==> src/hdl/arprfm_pkg.sv <==
// ----------------------------------------------------------------------------
// arprfm_pkg
// Shared constants and types for the ARP reply frame matcher.
// ----------------------------------------------------------------------------
package arprfm_pkg;

	localparam int unsigned POS_W    = 6;
	localparam int unsigned MAC_W    = 48;
	localparam int unsigned IP_W     = 32;
	localparam int unsigned BYTE_W   = 8;

	// Ethernet header plus ARP payload for IPv4
	localparam logic [POS_W-1:0] FRAME_LEN = POS_W'(14 + 28);

	// Byte offsets within the frame
	localparam logic [POS_W-1:0] POS_ETYPE_HI = POS_W'(12);
	localparam logic [POS_W-1:0] POS_ETYPE_LO = POS_W'(13);
	localparam logic [POS_W-1:0] POS_HTYPE_HI = POS_W'(14);
	localparam logic [POS_W-1:0] POS_HTYPE_LO = POS_W'(15);
	localparam logic [POS_W-1:0] POS_PTYPE_HI = POS_W'(16);
	localparam logic [POS_W-1:0] POS_PTYPE_LO = POS_W'(17);
	localparam logic [POS_W-1:0] POS_OPER_HI  = POS_W'(20);
	localparam logic [POS_W-1:0] POS_OPER_LO  = POS_W'(21);
	localparam logic [POS_W-1:0] POS_SHA_FIRST = POS_W'(22);
	localparam logic [POS_W-1:0] POS_SHA_LAST  = POS_W'(27);
	localparam logic [POS_W-1:0] POS_SPA_0 = POS_W'(28);
	localparam logic [POS_W-1:0] POS_SPA_1 = POS_W'(29);
	localparam logic [POS_W-1:0] POS_SPA_2 = POS_W'(30);
	localparam logic [POS_W-1:0] POS_SPA_3 = POS_W'(31);

	// Required field values
	localparam logic [BYTE_W-1:0] ETYPE_ARP_HI  = 8'h08;
	localparam logic [BYTE_W-1:0] ETYPE_ARP_LO  = 8'h06;
	localparam logic [BYTE_W-1:0] HTYPE_ETH_HI  = 8'h00;
	localparam logic [BYTE_W-1:0] HTYPE_ETH_LO  = 8'h01;
	localparam logic [BYTE_W-1:0] PTYPE_IP4_HI  = 8'h08;
	localparam logic [BYTE_W-1:0] PTYPE_IP4_LO  = 8'h00;
	localparam logic [BYTE_W-1:0] OPER_REPLY_HI = 8'h00;
	localparam logic [BYTE_W-1:0] OPER_REPLY_LO = 8'h02;

	localparam logic [IP_W-1:0] GATEWAY_IP_RESET = 32'h0A00_0202;

	typedef struct packed {
		logic             is_reply;
		logic [MAC_W-1:0] sender_mac;
	} result_t;

endpackage

==> src/hdl/arprfm_parse.sv <==
// ----------------------------------------------------------------------------
// arprfm_parse
// Per-frame parse state: byte position, match flag and captured sender MAC.
// Produces the frame result from the byte held in the input register.
// ----------------------------------------------------------------------------
module arprfm_parse (
	input  logic                            clk,
	input  logic                            arst_n,
	input  logic                            advance,
	input  logic [arprfm_pkg::BYTE_W-1:0]   data_byte_s1,
	input  logic                            frame_end_s1,
	input  logic [arprfm_pkg::IP_W-1:0]     gateway_ip,
	output arprfm_pkg::result_t             result
);

	logic [arprfm_pkg::POS_W-1:0] pos_q;
	logic                         ok_q;
	logic [arprfm_pkg::MAC_W-1:0] mac_q;

	logic [arprfm_pkg::POS_W-1:0] pos_next;
	logic                         ok_next;
	logic [arprfm_pkg::MAC_W-1:0] mac_next;
	logic                         byte_ok;
	logic                         in_frame;
	logic                         match;

	assign in_frame = pos_q < arprfm_pkg::FRAME_LEN;

	always_comb begin
		case (pos_q)
			arprfm_pkg::POS_ETYPE_HI: byte_ok = data_byte_s1 == arprfm_pkg::ETYPE_ARP_HI;
			arprfm_pkg::POS_ETYPE_LO: byte_ok = data_byte_s1 == arprfm_pkg::ETYPE_ARP_LO;
			arprfm_pkg::POS_HTYPE_HI: byte_ok = data_byte_s1 == arprfm_pkg::HTYPE_ETH_HI;
			arprfm_pkg::POS_HTYPE_LO: byte_ok = data_byte_s1 == arprfm_pkg::HTYPE_ETH_LO;
			arprfm_pkg::POS_PTYPE_HI: byte_ok = data_byte_s1 == arprfm_pkg::PTYPE_IP4_HI;
			arprfm_pkg::POS_PTYPE_LO: byte_ok = data_byte_s1 == arprfm_pkg::PTYPE_IP4_LO;
			arprfm_pkg::POS_OPER_HI:  byte_ok = data_byte_s1 == arprfm_pkg::OPER_REPLY_HI;
			arprfm_pkg::POS_OPER_LO:  byte_ok = data_byte_s1 == arprfm_pkg::OPER_REPLY_LO;
			arprfm_pkg::POS_SPA_0:    byte_ok = data_byte_s1 == gateway_ip[31:24];
			arprfm_pkg::POS_SPA_1:    byte_ok = data_byte_s1 == gateway_ip[23:16];
			arprfm_pkg::POS_SPA_2:    byte_ok = data_byte_s1 == gateway_ip[15:8];
			arprfm_pkg::POS_SPA_3:    byte_ok = data_byte_s1 == gateway_ip[7:0];
			default:                  byte_ok = 1'b1;
		endcase
	end

	always_comb begin
		pos_next = pos_q;
		ok_next  = ok_q;
		mac_next = mac_q;
		if (in_frame) begin
			pos_next = pos_q + 1'b1;
			ok_next  = ok_q & byte_ok;
			if (pos_q >= arprfm_pkg::POS_SHA_FIRST && pos_q <= arprfm_pkg::POS_SHA_LAST) begin
				mac_next = {mac_q[arprfm_pkg::MAC_W-arprfm_pkg::BYTE_W-1:0], data_byte_s1};
			end
		end
	end

	// Position saturates at the frame length, so equality means full length
	assign match = ok_next && (pos_next == arprfm_pkg::FRAME_LEN);

	assign result.is_reply   = match;
	assign result.sender_mac = match ? mac_next : '0;

	// Rearm on the last byte of every frame
	always_ff @(posedge clk or negedge arst_n) begin
		if (!arst_n) begin
			pos_q <= '0;
			ok_q  <= 1'b1;
			mac_q <= '0;
		end else if (advance) begin
			if (frame_end_s1) begin
				pos_q <= '0;
				ok_q  <= 1'b1;
				mac_q <= '0;
			end else begin
				pos_q <= pos_next;
				ok_q  <= ok_next;
				mac_q <= mac_next;
			end
		end
	end

endmodule

==> src/hdl/arprfm_out.sv <==
// ----------------------------------------------------------------------------
// arprfm_out
// Result register: holds one frame result until the downstream takes it.
// ----------------------------------------------------------------------------
module arprfm_out (
	input  logic                clk,
	input  logic                arst_n,
	input  logic                load,
	input  arprfm_pkg::result_t result,
	output logic                slot_free,
	output logic                out_valid,
	input  logic                out_ready,
	output arprfm_pkg::result_t out_result
);

	logic                valid_q;
	arprfm_pkg::result_t result_q;

	assign slot_free  = !valid_q || out_ready;
	assign out_valid  = valid_q;
	assign out_result = result_q;

	always_ff @(posedge clk or negedge arst_n) begin
		if (!arst_n) begin
			valid_q <= 1'b0;
		end else if (load) begin
			valid_q <= 1'b1;
		end else if (out_ready) begin
			valid_q <= 1'b0;
		end
	end

	always_ff @(posedge clk) begin
		if (load) begin
			result_q <= result;
		end
	end

endmodule

==> src/hdl/arp_reply_frame_matcher.sv <==
// Path: the result reaches m_axis after the last byte has passed the input register
// and the result register.
// Throughput: one byte per cycle; the input register and the result register
// decouple the two sides, so only a full result register that is not drained
// stalls a last byte.
// Reset: arst_n clears the parse state, valid flags and restores gateway_ip to 10.0.2.2.
// ----------------------------------------------------------------------------
// arp_reply_frame_matcher
// Flags ARP replies from the configured IPv4 gateway and returns the sender MAC.
// ----------------------------------------------------------------------------
module arp_reply_frame_matcher (
	input  logic                              clk,
	input  logic                              arst_n,
	// configuration write: gateway_ip
	input  logic                              cfg_valid,
	output logic                              cfg_ready,
	input  logic [arprfm_pkg::IP_W-1:0]       cfg_data,
	// input stream
	input  logic                              s_axis_tvalid,
	output logic                              s_axis_tready,
	input  logic [7:0]                        s_axis_tdata,   // [7:0] data_byte
	input  logic                              s_axis_tlast,   // frame_end
	// result stream
	output logic                              m_axis_tvalid,
	input  logic                              m_axis_tready,
	output logic [47:0]                       m_axis_tdata,   // [47:0] sender_mac
	output logic [0:0]                        m_axis_tuser    // [0] is_reply
);

	logic [arprfm_pkg::IP_W-1:0]   gateway_ip_q;
	logic                          valid_s1;
	logic [arprfm_pkg::BYTE_W-1:0] data_byte_s1;
	logic                          frame_end_s1;
	logic                          advance;
	logic                          slot_free;
	logic                          load;
	arprfm_pkg::result_t           result;
	arprfm_pkg::result_t           out_result;

	assign cfg_ready = 1'b1;

	always_ff @(posedge clk or negedge arst_n) begin
		if (!arst_n) begin
			gateway_ip_q <= arprfm_pkg::GATEWAY_IP_RESET;
		end else if (cfg_valid) begin
			gateway_ip_q <= cfg_data;
		end
	end

	// Non-final bytes always drain; a last byte needs room in the result register
	assign advance       = valid_s1 && (!frame_end_s1 || slot_free);
	assign load          = advance && frame_end_s1;
	assign s_axis_tready = !valid_s1 || advance;

	always_ff @(posedge clk or negedge arst_n) begin
		if (!arst_n) begin
			valid_s1 <= 1'b0;
		end else if (s_axis_tready) begin
			valid_s1 <= s_axis_tvalid;
		end
	end

	always_ff @(posedge clk) begin
		if (s_axis_tready && s_axis_tvalid) begin
			data_byte_s1 <= s_axis_tdata;
			frame_end_s1 <= s_axis_tlast;
		end
	end

	arprfm_parse u_parse (
		.clk          (clk),
		.arst_n       (arst_n),
		.advance      (advance),
		.data_byte_s1 (data_byte_s1),
		.frame_end_s1 (frame_end_s1),
		.gateway_ip   (gateway_ip_q),
		.result       (result)
	);

	arprfm_out u_out (
		.clk        (clk),
		.arst_n     (arst_n),
		.load       (load),
		.result     (result),
		.slot_free  (slot_free),
		.out_valid  (m_axis_tvalid),
		.out_ready  (m_axis_tready),
		.out_result (out_result)
	);

	assign m_axis_tdata    = out_result.sender_mac;
	assign m_axis_tuser[0] = out_result.is_reply;

endmodule
==> config.mk <==
export PLATFORM = sky130hd
export DESIGN_NAME = arp_reply_frame_matcher
export DESIGN_NICKNAME = d
export VERILOG_FILES = /design/src/hdl/arprfm_pkg.sv /design/src/hdl/arprfm_parse.sv /design/src/hdl/arprfm_out.sv /design/src/hdl/arp_reply_frame_matcher.sv
export SDC_FILE = /design/constraint.sdc
export NUM_CORES = 1
export LEC_CHECK = 0
export BUFFER_PORTS_ARGS = -buffer_cell sky130_fd_sc_hd__buf_2
export CAP_MARGIN = 20
export CORE_MARGIN = 5
export CORE_UTILIZATION = 57
export DETAILED_ROUTE_END_ITERATION = 10
export PLACE_DENSITY = 0.86
export SETUP_SLACK_MARGIN = 0.15
export SLEW_MARGIN = 30
export SYNTH_ARGS = -nofsm -noshare
export SYNTH_HDL_FRONTEND = slang
export SYNTH_SLANG_ARGS = --single-unit
==> constraint.sdc <==
create_clock -name clk -period 4.2 [get_ports clk]
set_input_delay 0.84 -clock clk [delete_from_list [all_inputs] [get_ports clk]]
set_output_delay 0.84 -clock clk [all_outputs]
set_load 0.03 [all_outputs]
* Word level (Yosys, flattened, before mapping)
Index checks and enable logic that the tools add are counted.
W data, S select, Z words.
** Cells by class
- Add/sub/neg operators :: 1
- Multiply operators :: 0
- Divide/modulo/power cells :: 0
- Magnitude comparators :: 3
- Eq/ne operators :: 21
- Shift-type cells :: 0
- Mux-type cells :: 10
- Bitwise operators :: 1
- Reductions and logical operators :: 15
** Operators with widths (count)
- $mux W48 :: 3
- $eq A6 B5 Y1 const B :: 8
- $eq A8 B8 Y1 :: 4
- $eq A6 B4 Y1 const B :: 4
- $mux W6 :: 2
- $pmux W1 S9 :: 1
- $eq A8 B1 Y1 const B :: 1
- $eq A8 B2 Y1 const B :: 1
- $eq A8 B3 Y1 const B :: 1
- $eq A8 B4 Y1 const B :: 1
- $logic_not A8 Y1 :: 1
- $add A6 B1 Y6 const B :: 1
- $eq A6 B6 Y1 const B :: 1
- $ge A6 B5 Y1 const B :: 1
- $le A6 B5 Y1 const B :: 1
- $lt A6 B6 Y1 const B :: 1
- $logic_and A1 B1 Y1 :: 5
- $mux W1 :: 4
- $logic_not A1 Y1 :: 3
- $logic_or A1 B1 Y1 :: 3
- $reduce_or A3 Y1 :: 1
- $reduce_bool A2 Y1 :: 1
- $reduce_or A2 Y1 :: 1
- $and A1 B1 Y1 :: 1
** Storage, ports and cells
- Flip-flop bits (word level) :: 147
- Latch bits :: 0
- RAM bits :: 0
- Memory bits (read-only) :: 0
- Input bits :: 46
- Output and inout bits :: 52
- Logic and storage cells :: 61
- Memories :: 0

* Depth between registers and ports, before layout
Gate-level depths: netlist of run 1.
- Depth in word-level cells :: 6
- Mapped depth :: 10
- Depth with buffers taken out :: 8

* Cells and area by module
From an unflattened synthesis of run 1, not the netlist that was laid out.
** Second synthesis, totals
- Cell total of the unflattened synthesis :: 643
- Area total of the unflattened synthesis :: 7048.0 sq um
** By module, submodules not included
- arprfm_parse :: instances 1, cells an instance 505, area each 3834.9 sq um, seq. area each 1377.6 sq um
- arp_reply_frame_matcher :: instances 1, cells an instance 86, area each 1694.1 sq um, seq. area each 1101.1 sq um
- arprfm_out :: instances 1, cells an instance 52, area each 1519.0 sq um, seq. area each 1496.4 sq um

* Least setup slack after synthesis of run 1
No wires, ideal clock.
- Kind :: input-to-reg
- From :: in m_axis_tready
- To :: reg u_out.result_q, in the netlist u_out.out_result[0], enable pin
- Library setup time :: 0.457 ns
- Arrival :: 3.011 ns
- Setup slack :: 0.732 ns
- Stages on the path :: 2
- Path buffers :: 0
- Cell sequence :: o31ai_2 nor2_1
** Between the ends
- Cells in the longest elaborated chain, start to end :: 4
** Ends and longest elaborated chain
- start: declaration :: RTL line arp_reply_frame_matcher.sv:25 : input logic m_axis_tready,
- $logic_or A1 B1 Y1 :: RTL line arprfm_out.sv:19 : assign slot_free = !valid_q || out_ready;
- $logic_or A1 B1 Y1 :: RTL line arp_reply_frame_matcher.sv:51 : assign advance = valid_s1 && (!frame_end_s1 || slot_free);
- $logic_and A1 B1 Y1 :: RTL line arp_reply_frame_matcher.sv:51
- $logic_and A1 B1 Y1 :: RTL line arp_reply_frame_matcher.sv:52 : assign load = advance && frame_end_s1;
- net load :: RTL line arp_reply_frame_matcher.sv:36 : logic load;
- end signal: assignment :: RTL line arprfm_out.sv:35 : result_q <= result;
- end: declaration :: RTL line arprfm_out.sv:17 : arprfm_pkg::result_t result_q;
The timed path passes the listed nets, and every way through them passes these cells.
A chain may end at the register's enable or synchronous reset.

* Final worst setup path of run 1
- From :: reg u_parse.pos_q[3] (netlist bit)
- To :: reg u_parse.mac_q[0] (netlist bit)
** Between the ends
- Cells in the longest elaborated chain, start to end :: 5
- Elaborated cells between the ends (all ways) :: 7
** Ends and longest elaborated chain
- start: declaration :: RTL line arprfm_parse.sv:16 : logic [arprfm_pkg::POS_W-1:0] pos_q;
- start signal: assignment :: RTL line arprfm_parse.sv:78 : pos_q <= pos_next;
- $ge A6 B5 Y1 or $le A6 B5 Y1 (tied branches) :: RTL line arprfm_parse.sv:54 : if (pos_q >= arprfm_pkg::POS_SHA_FIRST && pos_q <= arprfm_pkg::POS_SHA_LAST) begin
- $logic_and A1 B1 Y1 :: RTL line arprfm_parse.sv:54
- $mux W48 :: RTL line arprfm_parse.sv:54
- $mux W48 (*) :: RTL line arprfm_parse.sv:51 : if (in_frame) begin
- $mux W48 (*) :: RTL line arprfm_parse.sv:73 : if (frame_end_s1) begin
- end signal: assignment :: RTL line arprfm_parse.sv:80 : mac_q <= mac_next;
- end: declaration :: RTL line arprfm_parse.sv:18 : logic [arprfm_pkg::MAC_W-1:0] mac_q;
Mark *: on every way between the ends. The rest lies on a longest branch, timed or not.

==> results.yml, run 1 <==
pwr:
  irDropWorstVdd_v: 0.0003376
  power_density_nw_per_um2: 439.4
  power.leakage_nw: 3.428
critical_path:
  cp.buffers_inverters: 2
  crit_family: "buffers and inverters"
  cp.required_ns: 4.53
  path_max_fanout: 48
  path_class: "reg -> reg"
  critPathLaunchType: "flop"
  path_cells: "inv_1 -> mux2_2 -> nand3_4 -> nor2_2 -> buf_4 -> a22oi_1 -> o21ai_0"
  max_stage_delay_ns: 0.62
  crit_slowest_cell: "dfrtp_1"
  critPathArrivalTime_ns: 3.09
  endpoint_kind: "flop"
floorplan:
  coreArea_um2: 12060
  start_util_pct: 58.49
  fp.dieH_um: 121.2
  row_count: 40
  die_area_um2: 14700
  pin_count: 98
  die-width_um: 121.2
timing:
  worst_pin_slew_ns: 0.8450
  fmax_ghz: 0.3611
  maxSlewHeadroom_pct: 43.54
  period_needed_ns: 2.770
  clock_skew_ns: 0.008156
  setup_viol: 0
  holdWs_ns: 0.4942
  drv_slew: 0
  rsz0062_at_grt: "no"
  hold_violations: 0
  period_share_pct: 65.94
  setup_tns_ns: 0
  worst_slack_ns: 1.430
cts:
  cts.sinks: 147
  hold_buffers: 0
  cts_max_level: 4
  clk_path_buf_depth: 2
  post_cts_buffers: 0
  post_cts_resized: 0
  numCtsBuffers: 17
  path_clk_slew_ns: 0.06
  cts_tree: "yes"
  cts-root-buf: "clkbuf_16"
  clock_latency_ns: 0.42
run:
  cap_violations: 0
yosys:
  synth_edf_count: 58
  ys.flop_type: "dfrtp_1"
  yosysTopAreaCell: "dfrtp_1"
  syn_area_um2: 7054
  synth-xor-area-share_pct: 0.9933
  ys_top_cells_by_count: "dfrtp_1, a22oi_1, edfxtp_1, nand2_1, mux2i_1"
  synth_top_family_by_area: "compound AO/OA/AOI/OAI gates"
  synthMuxAreaShare_pct: 12.24
  yosysSeqAreaShare_pct: 56.35
  synthArstFlopShare_pct: 60.54
  synth.area.top_cells: "dfrtp_1, edfxtp_1, mux2i_1, a22oi_1, mux2_2"
  synth_cell_types: 60
  synthDominantCellAreaShare_pct: 29.80
  synthAdderAreaFrac_pct: 0.7095
  synth_most_common_cell: "dfrtp_1"
  synth_nets: 654
  yosys_register_bits: 147
  yosys_warnings: 0
  synth.avg_cell_area_um2: 11.68
  postSynthCellCount: 604
  synth-simple-area-share_pct: 10.55
  synth_compound_area_share_pct: 14.70
global_route:
  grt_pass1_vias: 5171
  antenna_found_initial: 0
  track_usage_pct: 22.72
  grt_pass1_wl_mm: 26.14
  gr-total-overflow: 0
  grt_max_degree: 62
route:
  postRouteAntennaNets: 0
  via_per_inst: 6.111
  drt-total-wl_mm: 16.10
  route.vias.total: 5237
  dr.pass1.iters: 5
  wl_per_cell_um: 18.79
  drt-initial-drc-count: 567
  drc: 0
layout:
  fin_cells: 857
  drive_above_1_share_pct: 27.43
  diodes: 0
  fin_area_um2: 8137
  final_nets: 726
  syn_to_final_growth_pct: 15.34
place:
  routabilityCongestion: 0.8639
  dp_hpwl_mm: 10.64
  place_ws_ns: 1.497
  place_area_um2: 7596
  placed_cells: 825
  port_buffers: 96
min_path:
  hold_class: "in -> async"
status:
  status: "complete, no violations"
[final cells by class]
cell class | instances | area [um2]
Clock buffer | 18 | 429.2
Clock inverter | 14 | 111.4
Fill cell | 876 | 3925
Inverter | 11 | 41.29
Multi-Input combinational cell | 394 | 2806
Sequential cell | 147 | 3975
Tap cell | 168 | 210.2
Timing Repair Buffer | 105 | 563.0
[power breakdown]
part / total (mW) / leakage (nW) / internal (mW) / switching, mW
registers: 1.74 / 1.71 / 1.61 / 0.127
logic: 0.446 / 1.46 / 0.179 / 0.268
clock network: 1.39 / 0.255 / 0.807 / 0.583
total: 3.58 / 3.43 / 2.60 / 0.977
[path summary, 6_finish.rpt]
kind | startpoint | end | slack, ns | cells after the start
min in group clk | u_parse.mac_q[47]$_DFFE_PN0P_ | u_parse.mac_q[47]$_DFFE_PN0P_ | 0.51 | 2
worst max-delay path | u_parse.pos_q[3]$_DFFE_PN0P_ | u_parse.mac_q[0]$_DFFE_PN0P_ | 1.43 | 7
worst max register to register | u_parse.pos_q[3]$_DFFE_PN0P_ | u_parse.mac_q[0]$_DFFE_PN0P_ | 1.43 | 7
max in group asynchronous | arst_n | u_parse.ok_q$_DFFE_PN1P_ | 2.76 | 2
worst min-delay path | arst_n | gateway_ip_q[10]$_DFFE_PN0P_ | 0.49 | 1
worst min register to register | u_parse.mac_q[47]$_DFFE_PN0P_ | u_parse.mac_q[47]$_DFFE_PN0P_ | 0.51 | 2
[per-layer routing]
metal | vias up | part of all wire [%] | GRT usage [%]
met5 | - | 0 | 0
met4 | 0 | 2.5 | 9.874
met3 | 37 | 7.0 | 5.641
met2 | 240 | 50 | 37.30
met1 | 2558 | 41 | 28.71
li1 | 2402 | - | -
[sequential cells by signal, summed over array words and instances, names as in the netlist]
signal	flops
data_byte_s1	8
valid_s1	1
frame_end_s1	1
u_parse.ok_q	1
gateway_ip_q	32
u_out.out_valid	1
u_out.out_result	49
u_parse.pos_q	6
u_parse.mac_q	48
[metrics by stage]
stage | power [mW] | utilization, %
2_1_floorplan | 2.036 | -
3_3_place_gp | 2.172 | 62.98
3_5_place_dp | 2.205 | 62.98
4_1_cts | 3.595 | 67.46
5_1_grt | 3.718 | 67.46
6_report | 3.575 | 67.46
[cell families (layout without fill, tap and decap cells)]
group | Yosys count | count (layout)
AO/OA/AOI/OAI | 157 | 157
flip-flops | 147 | 147
AND/OR/NAND/NOR | 142 | 142
multiplexers | 82 | 82
buffers and inverters | 63 | 148
XOR/XNOR | 8 | 8
adder cells (fa/ha/maj) | 4 | 4
other | 1 | 1
[layout by cell type (no fill, tap or decap), types with 4 or more instances in the layout]
cell,netlist,layout
buf_2,14,95
dfrtp_1,84,84
a22oi_1,58,58
edfxtp_1,58,58
nand2_1,55,55
mux2i_1,48,48
nor3_1,40,40
o21ai_0,36,36
mux2_2,34,34
o21ai_1,21,21
clkbuf_16,0,17
a21oi_1,13,12
inv_1,10,10
nor3_2,9,9
buf_4,7,9
nor2_1,8,6
xnor2_1,5,5
nand2b_1,5,5
clkinv_1,0,5
dfstp_2,5,5
nand4_1,4,4
ha_1,4,4
No activity file was read; power rests on OpenSTA's default activity.
==> run 2: changes to the inputs <==
Settings changed: CORE_UTILIZATION 57 to 52, PLACE_DENSITY 0.86 to 0.83.
Clock period 4.2 ns to 2.2 ns, I/O delays scaled along.
==> run 2 against run 1 <==
- combinational power grew 150%
- setup slack got worse by 1.3 ns
- final area up 12%
- power grew 100%
- utilization rose by 1.1 points
- sequential share of layout area down 5.2 points
- register-to-register slack worse by 1.3 ns
- clock skew barely moved
- flip-flop and latch count is the same
- first-iteration DRC count is 43% higher
==> results.yml, run 2 (synthesis results as in run 1) <==
global_route:
  antenna_found_initial: 1
  grt_max_degree: 54
  gr-total-overflow: 0
  grt_pass1_vias: 5348
  track_usage_pct: 21.23
  grt_pass1_wl_mm: 27.23
critical_path:
  worstSetupPathDepth: 8
  path_max_fanout: 7
  timing.rr.end: "u_parse.ok_q$_DFFE_PN1P_"
  crit_path_end: "u_parse.ok_q$_DFFE_PN1P_"
  crit_path_start: "u_parse.pos_q[1]$_DFFE_PN0P_"
  crit_family: "compound AO/OA/AOI/OAI gates"
  critPathLaunchType: "flop"
  path_class: "reg -> reg"
  path_cells: "buf_6 -> ha_4 -> buf_4 -> a222oi_1 -> o21ai_0 -> a41oi_1 -> xnor2_1 -> o21ai_1"
  critPathArrivalTime_ns: 2.47
  rr_worst_depth: 8
  reg2reg_from: "u_parse.pos_q[1]$_DFFE_PN0P_"
  max_stage_delay_ns: 0.45
  cp.buffers_inverters: 2
  cp.required_ns: 2.56
  worst-r2r-setup-slack_ns: 0.08
  crit_slowest_cell: "dfrtp_2"
  endpoint_kind: "flop"
cts:
  numCtsBuffers: 17
  cts_tree: "yes"
  path_clk_slew_ns: 0.06
  cts.sinks: 147
  cts-root-buf: "clkbuf_16"
  cts_max_level: 4
  clk_path_buf_depth: 2
  clock_latency_ns: 0.43
timing:
  rsz0062_at_grt: "yes"
  period_needed_ns: 2.119
  clock_skew_ns: 0.008011
  fmax_ghz: 0.4719
  holdWs_ns: 0.1861
  hold_violations: 0
  worst_slack_ns: 0.08093
  period_share_pct: 96.32
  maxSlewHeadroom_pct: 54.29
  setup_tns_ns: 0
  setup_viol: 0
  worst_pin_slew_ns: 0.6857
  drv_slew: 0
pwr:
  p_clk_share_pct: 39.1
  power_mw: 7.283
  p_int_mw: 5.271
  power.switching_mw: 2.012
  pwr-share-comb_pct: 15.3
  irDropWorstVdd_v: 0.0007406
  power_density_nw_per_um2: 799.0
  power.leakage_nw: 3.893
  p_sw_share_pct: 27.63
  seq_power_share_pct: 45.6
floorplan:
  start_util_pct: 53.06
  die-width_um: 126.5
  coreArea_um2: 13300
  die_area_um2: 15990
  row_count: 42
  pin_count: 98
  fp.dieH_um: 126.5
route:
  postRouteAntennaNets: 0
  wl_per_cell_um: 21.15
  drt-total-wl_mm: 19.16
  dr.pass1.iters: 6
  route.vias.total: 5681
  drt-initial-drc-count: 813
  drc: 0
  via_per_inst: 6.270
layout:
  syn_to_final_growth_pct: 29.23
  diodes: 0
  nFillCells: 857
  fin_area_um2: 9116
  final_cell_mix: "buf_2, dfrtp_1, a22oi_1, edfxtp_1, nand2_1"
  largest_reg_flops: 49
  final_common_cell: "buf_2"
  final_nets: 767
  drive_above_1_share_pct: 39.45
status:
  status: "complete, no violations"
place:
  port_buffers: 96
  dp_hpwl_mm: 10.79
  routabilityCongestion: 0.8719
  place_ws_ns: -0.03202
  place_area_um2: 7799
min_path:
  hold_class: "in -> reg"
run:
  cap_violations: 0
[run 2: cell count changes in the layout (fill, tap and decap cells not counted), moves of 6 or more]
cell    delta
nor3_2    +27
buf_4     +19
buf_6      +6
nor3_1    -35
nor3_4     +8
buf_12     +8
[run 2: repair_timing]
| item | in CTS | in global routing |
|---|---|---|
| hold endpoints to repair | 10 | 0 |
| gates resized for setup | 15 | 68 |
| setup endpoints to repair | 57 | 99 |
| pin swaps | 1 | 15 |
| cloned | 1 | 6 |
| setup buffers | 1 | 18 |
| hold buffers | 1 | 0 |
[run 2: layer usage]
metal / part of all wire, % / wire length, um / GRT usage, % / vias up
met5: 0.073 / 14 / 0 / -
met4: 3.2 / 607 / 8.770 / 4
met3: 8.2 / 1577 / 5.296 / 49
met2: 51 / 9801 / 35.06 / 310
li1: - / - / - / 2491
met1: 37 / 7160 / 26.81 / 2827
[run 2: metrics by stage]
step | cells | util (%)
2_1_floorplan | 604 | -
3_3_place_gp | 847 | 58.66
3_5_place_dp | 847 | 58.66
4_1_cts | 882 | 63.90
5_1_grt | 906 | 68.57
6_report | 906 | 68.57
[run 2: layout make-up]
| class | instances | area [um2] | area share [%] |
|---|---|---|---|
| sequential | 147 | 3979 | 43.65 |
| clock inverter | 11 | 128.9 | 1.414 |
| multi-input combinational | 394 | 3166 | 34.72 |
| inverter | 11 | 43.79 | 0.4804 |
| timing repair buffer | 146 | 1129 | 12.38 |
| clock buffer | 21 | 450.4 | 4.941 |
| tap | 176 | 220.2 | 2.416 |
[run 2: power groups by stage]
stage / combinational, mW / sequential, mW / clock (mW)
after floorplan: 0.537 / 3.35 / 0
after global routing: 1.20 / 3.34 / 3.00
after CTS: 0.918 / 3.31 / 2.86
after detailed placement: 0.886 / 3.35 / 0
final: 1.11 / 3.32 / 2.85
after global placement: 0.846 / 3.34 / 0
[run 2: how the worst min path moves through the flow]
| stage | cells after the start | startpoint | endpoint |
|---|---|---|---|
| 6_report | 1 | s_axis_tdata[7] | data_byte_s1[7]$_DFFE_PP_ |
| 5_1_grt | 1 | s_axis_tdata[7] | data_byte_s1[7]$_DFFE_PP_ |
| 4_1_cts | 1 | s_axis_tdata[7] | data_byte_s1[7]$_DFFE_PP_ |
| 3_5_place_dp | 1 | arst_n | gateway_ip_q[30]$_DFFE_PN0P_ |
| 3_3_place_gp | 1 | arst_n | gateway_ip_q[30]$_DFFE_PN0P_ |
| 2_1_floorplan | 0 | arst_n | gateway_ip_q[0]$_DFFE_PN0P_ |
